===== src/sv/lmfdd_pkg.sv =====
package lmfdd_pkg;

	localparam logic [3:0] MAX_CHAIN = 4'd8;
	localparam logic [15:0] WORD_NOP = 16'h0000;
	localparam logic [2:0] INIT_LAST = 3'd4;
	localparam logic [2:0] ROW_LAST = 3'd7;

	typedef enum logic [1:0] {
		OP_SET   = 2'd0,
		OP_FLUSH = 2'd1,
		OP_CLEAR = 2'd2,
		OP_INIT  = 2'd3
	} op_t;

	typedef enum logic [1:0] {
		REG_CHAIN_LENGTH   = 2'd0,
		REG_CHAIN_POSITION = 2'd1,
		REG_INTENSITY      = 2'd2
	} reg_idx_t;

	typedef enum logic [2:0] {
		ST_IDLE,
		ST_SCAN,
		ST_LOAD,
		ST_SHIFT,
		ST_ADV,
		ST_FIN
	} state_t;

	typedef struct packed {
		op_t        op;
		logic [2:0] pixel_x;
		logic [2:0] pixel_y;
	} cmd_t;

	typedef struct packed {
		logic [15:0] shift_word;
		logic        latch_after;
		logic        last;
	} result_t;

	// Setup sequence: display test off, normal operation, no decode,
	// scan all digits, intensity.
	function automatic logic [15:0] init_word(input logic [2:0] grp,
			input logic [3:0] intensity);
		logic [15:0] w;
		unique case (grp)
			3'd0:    w = 16'h0F00;
			3'd1:    w = 16'h0C01;
			3'd2:    w = 16'h0900;
			3'd3:    w = 16'h0B07;
			3'd4:    w = {12'h0A0, intensity};
			default: w = WORD_NOP;
		endcase
		return w;
	endfunction

endpackage


===== src/sv/led_matrix_frame_diff_driver.sv =====
// Frame-difference driver for one 8x8 matrix in a chain of serial display drivers.
// Set pixel leaves busy low. Flush, clear and initialize raise busy; every emitted
// word passes a load step, the one-bit-per-clock word shifter and an advance step
// with strobe high, and a flush also scans each row it reaches and ends in a closing
// step. Each word is valid on result while strobe is high, which is a single cycle;
// the receiver cannot hold it off, so it must take every strobe. Configuration
// writes are taken while busy is low.
module led_matrix_frame_diff_driver (
	input  logic                clk,
	input  logic                arst_n,
	input  logic                start,
	output logic                busy,
	input  lmfdd_pkg::cmd_t     cmd,
	output logic                strobe,
	output lmfdd_pkg::result_t  result,
	input  logic                cfg_valid,
	output logic                cfg_ready,
	input  logic [1:0]          cfg_index,
	input  logic [3:0]          cfg_data
);

	lmfdd_pkg::state_t state_q, state_d;

	logic [3:0]  chain_length_q, chain_position_q, intensity_q;
	logic [63:0] frame_q, shown_q;
	logic [7:0]  chg_q, chg_d;
	logic [2:0]  idx_q, w_q;
	logic        flush_q;
	logic [15:0] sh_q;
	logic [3:0]  cnt_q;
	logic        strobe_q;
	lmfdd_pkg::result_t res_q;

	logic [3:0]  len, pos, pre;
	logic [2:0]  last_w;
	logic        word_done;
	logic [7:0]  row_byte;
	logic [7:0]  row_addr;
	logic [15:0] word_d;
	logic        latch_d, last_d;

	// Clamp chain length and position.
	always_comb begin
		if (chain_length_q == 4'd0)
			len = 4'd1;
		else if (chain_length_q > lmfdd_pkg::MAX_CHAIN)
			len = lmfdd_pkg::MAX_CHAIN;
		else
			len = chain_length_q;
		if (chain_position_q == 4'd0)
			pos = 4'd1;
		else if (chain_position_q > len)
			pos = len;
		else
			pos = chain_position_q;
		pre = len - pos;
	end

	assign last_w    = 3'(len - 4'd1);
	assign word_done = (w_q == last_w);

	always_comb begin
		for (int i = 0; i < 8; i++)
			chg_d[i] = (frame_q[8*i +: 8] != shown_q[8*i +: 8]);
	end

	assign row_byte = frame_q[{idx_q, 3'b000} +: 8];
	assign row_addr = 8'({1'b0, idx_q}) + 8'd1;

	always_comb begin
		if (flush_q)
			word_d = (w_q == 3'(pre)) ? {row_addr, row_byte} : lmfdd_pkg::WORD_NOP;
		else
			word_d = lmfdd_pkg::init_word(idx_q, intensity_q);
		latch_d = word_done;
		// Row bits are dropped as rows are taken, so an empty mask means no rows remain.
		last_d = word_done && (flush_q ? (chg_q == 8'd0) : (idx_q == lmfdd_pkg::INIT_LAST));
	end

	always_ff @(posedge clk or negedge arst_n) begin
		if (!arst_n)
			state_q <= lmfdd_pkg::ST_IDLE;
		else
			state_q <= state_d;
	end

	always_comb begin
		state_d   = state_q;
		busy      = (state_q != lmfdd_pkg::ST_IDLE);
		cfg_ready = (state_q == lmfdd_pkg::ST_IDLE);
		unique case (state_q)
			lmfdd_pkg::ST_IDLE: begin
				if (start && cmd.op != lmfdd_pkg::OP_SET)
					state_d = (cmd.op == lmfdd_pkg::OP_INIT) ? lmfdd_pkg::ST_LOAD
						: lmfdd_pkg::ST_SCAN;
			end
			lmfdd_pkg::ST_SCAN: begin
				if (chg_q[idx_q])
					state_d = lmfdd_pkg::ST_LOAD;
				else if (idx_q == lmfdd_pkg::ROW_LAST)
					state_d = lmfdd_pkg::ST_FIN;
			end
			lmfdd_pkg::ST_LOAD:  state_d = lmfdd_pkg::ST_SHIFT;
			lmfdd_pkg::ST_SHIFT: begin
				if (cnt_q == 4'hF)
					state_d = lmfdd_pkg::ST_ADV;
			end
			lmfdd_pkg::ST_ADV: begin
				if (!word_done)
					state_d = lmfdd_pkg::ST_LOAD;
				else if (flush_q)
					// Stop once no changed rows remain or the last row is done.
					state_d = (idx_q == lmfdd_pkg::ROW_LAST || chg_q == 8'd0)
						? lmfdd_pkg::ST_FIN : lmfdd_pkg::ST_SCAN;
				else
					state_d = (idx_q == lmfdd_pkg::INIT_LAST) ? lmfdd_pkg::ST_FIN
						: lmfdd_pkg::ST_LOAD;
			end
			lmfdd_pkg::ST_FIN:   state_d = lmfdd_pkg::ST_IDLE;
			default:             state_d = lmfdd_pkg::ST_IDLE;
		endcase
	end

	always_ff @(posedge clk or negedge arst_n) begin
		if (!arst_n) begin
			frame_q <= '0;
			shown_q <= '1;
			chg_q   <= '0;
			idx_q   <= '0;
			w_q     <= '0;
			flush_q <= 1'b0;
			cnt_q   <= '0;
		end else begin
			unique case (state_q)
				lmfdd_pkg::ST_IDLE: begin
					if (start) begin
						idx_q <= '0;
						w_q   <= '0;
						unique case (cmd.op)
							lmfdd_pkg::OP_SET:
								frame_q[{cmd.pixel_y, cmd.pixel_x}] <= 1'b1;
							lmfdd_pkg::OP_FLUSH: begin
								chg_q   <= chg_d;
								flush_q <= 1'b1;
							end
							// Cleared frame: every row is marked changed and rewritten.
							lmfdd_pkg::OP_CLEAR: begin
								frame_q <= '0;
								chg_q   <= '1;
								flush_q <= 1'b1;
							end
							lmfdd_pkg::OP_INIT:
								flush_q <= 1'b0;
							default: ;
						endcase
					end
				end
				lmfdd_pkg::ST_SCAN: begin
					if (chg_q[idx_q]) begin
						chg_q[idx_q] <= 1'b0;
						w_q          <= '0;
					end else if (idx_q != lmfdd_pkg::ROW_LAST) begin
						idx_q <= idx_q + 3'd1;
					end
				end
				lmfdd_pkg::ST_SHIFT: cnt_q <= cnt_q + 4'd1;
				lmfdd_pkg::ST_ADV: begin
					if (!word_done) begin
						w_q <= w_q + 3'd1;
					end else begin
						w_q <= '0;
						if (!(flush_q ? (idx_q == lmfdd_pkg::ROW_LAST)
								: (idx_q == lmfdd_pkg::INIT_LAST)))
							idx_q <= idx_q + 3'd1;
					end
				end
				lmfdd_pkg::ST_FIN: begin
					if (flush_q) begin
						shown_q <= frame_q;
						frame_q <= '0;
					end
				end
				default: ;
			endcase
		end
	end

	// Word shifter: one bit a cycle from sh_q into the result word.
	always_ff @(posedge clk) begin
		if (state_q == lmfdd_pkg::ST_LOAD) begin
			sh_q              <= word_d;
			res_q.latch_after <= latch_d;
			res_q.last        <= last_d;
		end else if (state_q == lmfdd_pkg::ST_SHIFT) begin
			sh_q             <= {sh_q[14:0], 1'b0};
			res_q.shift_word <= {res_q.shift_word[14:0], sh_q[15]};
		end
	end

	always_ff @(posedge clk or negedge arst_n) begin
		if (!arst_n)
			strobe_q <= 1'b0;
		else
			strobe_q <= (state_q == lmfdd_pkg::ST_SHIFT) && (cnt_q == 4'hF);
	end

	assign strobe = strobe_q;
	assign result = res_q;

	always_ff @(posedge clk or negedge arst_n) begin
		if (!arst_n) begin
			chain_length_q   <= 4'd1;
			chain_position_q <= 4'd1;
			intensity_q      <= 4'd0;
		end else if (cfg_valid && cfg_ready) begin
			unique case (cfg_index)
				lmfdd_pkg::REG_CHAIN_LENGTH:   chain_length_q   <= cfg_data;
				lmfdd_pkg::REG_CHAIN_POSITION: chain_position_q <= cfg_data;
				lmfdd_pkg::REG_INTENSITY:      intensity_q      <= cfg_data;
				default: ;
			endcase
		end
	end

	a_strobe_in_adv: assert property (@(posedge clk) disable iff (!arst_n)
		strobe |-> state_q == lmfdd_pkg::ST_ADV)
		else $error("strobe outside advance state");

	a_last_ends_op: assert property (@(posedge clk) disable iff (!arst_n)
		(strobe && result.last) |=> state_q == lmfdd_pkg::ST_FIN)
		else $error("sequence continued after last word");

	a_last_latches: assert property (@(posedge clk) disable iff (!arst_n)
		(strobe && result.last) |-> result.latch_after)
		else $error("last word without latch");

	a_cnt_idle: assert property (@(posedge clk) disable iff (!arst_n)
		(state_q != lmfdd_pkg::ST_SHIFT) |-> cnt_q == 4'd0)
		else $error("bit counter not parked outside shift");

	a_no_cfg_busy: assert property (@(posedge clk) disable iff (!arst_n)
		busy |-> !cfg_ready)
		else $error("configuration open while busy");

endmodule


===== config.mk =====
export PLATFORM = sky130hd
export DESIGN_NAME = led_matrix_frame_diff_driver
export DESIGN_NICKNAME = d
export VERILOG_FILES = /design/src/sv/lmfdd_pkg.sv /design/src/sv/led_matrix_frame_diff_driver.sv
export SDC_FILE = /design/constraint.sdc
export NUM_CORES = 1
export LEC_CHECK = 0
export BUFFER_PORTS_ARGS = -buffer_cell sky130_fd_sc_hd__buf_2
export CORE_ASPECT_RATIO = 1.5
export CORE_MARGIN = 3
export CORE_UTILIZATION = 55
export CTS_CLUSTER_SIZE = 12
export DETAILED_ROUTE_END_ITERATION = 12
export GPL_TIMING_DRIVEN = 1
export PLACE_DENSITY = 0.81
export SYNTH_ARGS = -nofsm -noshare
export SYNTH_HDL_FRONTEND = slang
export SYNTH_SLANG_ARGS = --single-unit
export TNS_END_PERCENT = 5

===== constraint.sdc =====
create_clock -name clk -period 9.8 [get_ports clk]
set_input_delay 2.94 -clock clk [delete_from_list [all_inputs] [get_ports clk]]
set_output_delay 2.94 -clock clk [all_outputs]
set_load 0.05 [all_outputs]

==> results.md <==
* Status: finished clean
* WL/cell at 19.9 microns
* Final min period at 4.87 ns
* Synth Warn # at 0
* WP data required at 6.86 ns
* DR DRC count at 0
* Final HPWL DP at 15.1 mm
* Crit Path Max Fanout at 16
* Leak at 4.88 nW
* Initial Util at 0.569
* WL final at 21.8 mm
* Pin count of the biggest net entering global routing at 91
* Seq/Total Area, Yosys at 0.537
* Post-synth top area share at 0.251
* Via density at 6.09
* Post-DP Area at 0.0100 sq mm
* Post-CTS Setup Inserts at 0
* Hold Vio Cnt, Final at 0
* Non-Filler Instances at 1,093
* Final net count at 903
* Cells after DPL at 1,061
* Clk slew on worst S/H paths at 0.07 ns
* Fill cells at 1,335
* Die Y at 168 microns
* Power Dens Cells at 296 mW/mm^2
* Hold_buf cts at 0
* Final instance area at 0.0106 sq mm
* Hold_sp: sh_q[15]
* Post-synth top area cell: dfrtp_1
* Worst VDD drop at 0.320 mV
* Worst skew pair latency at 0.43 ns
* Hold depth at 0
* Hold endpoint: result[2]
* Die ar. at 0.0192 sq mm
* GP Congestion at 0.870
* H-tree depth reported by CTS at 4
* Antenna cell count at 0
* Vias in the first global route at 6,772
* Synthesized area at 0.00966 sq mm
* R2r endpoint: sh_q[0]
* Max-Cap Viols at 0
* Switching share of power at 0.381
* Commonest non-fill, non-tap cell in the layout: dfrtp_1
* CTS Buf Count at 17
* Antenna violations before repair at 0
* Max Fclk at 0.205 GHz
* Fraction of layout cells with a size suffix above 1 at 0.285
* P_sw at 0.00120 W
* CP Capture Type: primary output
* TritonRoute pass-1 iters at 5
* Clock skew at 0.00497 ns
* Startpoint Class: flop
* Post-synth EDFFs at 34
* Hold Crit Class: reg -> reg
* Worst R2R Path Depth at 13
* Top_reg_cell synth: dfrtp_1
* Clk buf depth at 2
* FFs w/ async S/R, synth at 0.827
* Num rows at 58
* Drt initial violations at 570
* Total grt overflow at 0
* Clk pwr share at 0.209
* Period Utilization, post-route at 0.497
* Gate Count Post-Synth at 842
* Core box area at 0.0170 sq mm
* Max Slew Vio Count at 0
* Syn_area_per_cell at 11.5 sq um
* Register bit total from synthesis at 197
* Comb pwr share at 0.378
* Layout Area Growth over Synthesis at 9.64%
* Flop pwr share at 0.413
* Largest cells by area after synthesis: dfrtp_1, dfstp_2, edfxtp_1, mux2_2, xor2_1
* First-pass GRT wire length at 35.5 mm
* Final setup fails at 0
* TritonCTS clock tree: done
* Total power draw at 0.00314 W
* Crit Path Category: reg -> out
* Library cells used by synthesis at 67
* RSZ-0062 raised after global routing: false
* Die width at 114 microns
* Routed vias at 6,655
* Arrival @ worst endpoint at 1.93 ns
* CTS Sinks at 197
* Global-route usage over all layers at 0.236
* Commonest non-fill, non-tap cells in the layout: dfrtp_1, nor2_1, mux2_2
* Worst Tran Pin Value at 0.949 ns
* Relative slew slack at 0.367
* R2r setup slk at 5.84 ns
* Internal power at 0.00194 W
* ANT nets after route at 0
* CTS Root Cell: clkbuf_16
* Num ports at 39
* Reg-to-reg startpoint: chain_length_q[0]
* Mapped Nets at 875
* Resized cells post-CTS at 0
* Port Buf Inserts at 38
* Final core utilization at 0.624
* Post-route setup TNS at 0 ns
## Yosys cell counts, types with 3 or more instances
library cell	n
or3_1	3
and2_1	6
a21oi_1	78
nor3b_1	6
nor2_1	88
o31ai_1	6
mux2i_1	10
nand2_1	46
nand3b_1	3
xor2_1	62
clkbuf_1	29
a41oi_1	3
o211ai_1	3
buf_2	9
o21ai_0	23
nand4_1	6
dfstp_2	66
dfrtp_1	97
o22ai_1	7
o21ai_1	3
mux2_2	80
nand2b_1	7
a21o_1	4
or2_2	3
inv_1	13
nand3_1	15
or4_1	3
nor3_1	17
a31oi_1	6
nor4_1	13
ha_1	14
o221ai_1	5
xnor2_1	13
and2_0	3
edfxtp_1	34
mux4_2	8
nor2b_1	6
a22o_1	6
## power groups by stage
| stage | clock network, W | logic (W) | registers, W |
|---|---|---|---|
| finish | 0.000656 | 0.00118 | 0.00130 |
| global route | 0.000697 | 0.00131 | 0.00132 |
| CTS | 0.000662 | 0.00119 | 0.00129 |
| detailed placement | 0 | 0.00118 | 0.00131 |
| global placement | 0 | 0.00114 | 0.00130 |
| floorplan | 0 | 0.000879 | 0.00128 |
## metrics by stage
stage	worst slack (ns)	hold slack (ns)
6_report	4.93	0.440
5_1_grt	4.80	0.456
4_1_cts	4.92	0.443
3_5_place_dp	4.87	0.427
3_3_place_gp	4.91	0.431
2_1_floorplan	5.28	0.400
## worst max path at each step
stage / slack, ns / start / cells past startpoint / to
final: 4.93 / state_q[2] / 3 / cfg_ready
after global routing: 4.80 / state_q[2] / 3 / cfg_ready
after CTS: 4.92 / state_q[2] / 3 / cfg_ready
after detailed placement: 4.87 / cmd[6] / 7 / frame_q[11]
after global placement: 4.91 / cmd[6] / 7 / frame_q[29]
after floorplan: 5.28 / cmd[6] / 6 / frame_q[13]
## flip-flops by register name, indices dropped and copies added (netlist names), 3 cells and up
| register | count |
|---|---|
| result | 18 |
| sh_q | 16 |
| w_q | 3 |
| idx_q | 3 |
| state_q | 3 |
| cnt_q | 4 |
| frame_q | 64 |
| shown_q | 64 |
| chain_length_q | 4 |
| chain_position_q | 4 |
| intensity_q | 4 |
| chg_q | 8 |
## area by class of cell
| class | count | area (sq um) | share of cell area |
|---|---|---|---|
| multi-input cells | 592 | 4270 | 0.403 |
| flip-flops and latches | 197 | 5180 | 0.489 |
| repair buffers | 48 | 272 | 0.0256 |
| clock buffers | 19 | 455 | 0.0430 |
| inverters | 14 | 52.6 | 0.00496 |
| well taps | 210 | 263 | 0.0248 |
| clock inverters | 13 | 98.8 | 0.00933 |
## per-layer routing
metal | global-route usage | vias up | wire length (microns)
li1 | - | 3065 | -
met3 | 0.0360 | 51 | 852
met1 | 0.283 | 3355 | 8380
met2 | 0.414 | 184 | 11700
met4 | 0.105 | 0 | 857
met5 | 0 | - | 0
## critical path, stage by stage, from the launching register on
cell and delay [ns]:
dfrtp_1 0.53, or3_1 0.50, inv_2 0.18, buf_2 0.29
## kinds of logic after synthesis
family | Yosys count | share of synthesized area
simple gates | 239 | 0.124
buf+inv | 53 | 0.0225
compound gates | 164 | 0.105
flops | 197 | 0.537
xor+xnor | 75 | 0.0680
fa+ha+maj | 15 | 0.0202
mux | 99 | 0.124
(Power assumes the default switching activity.)
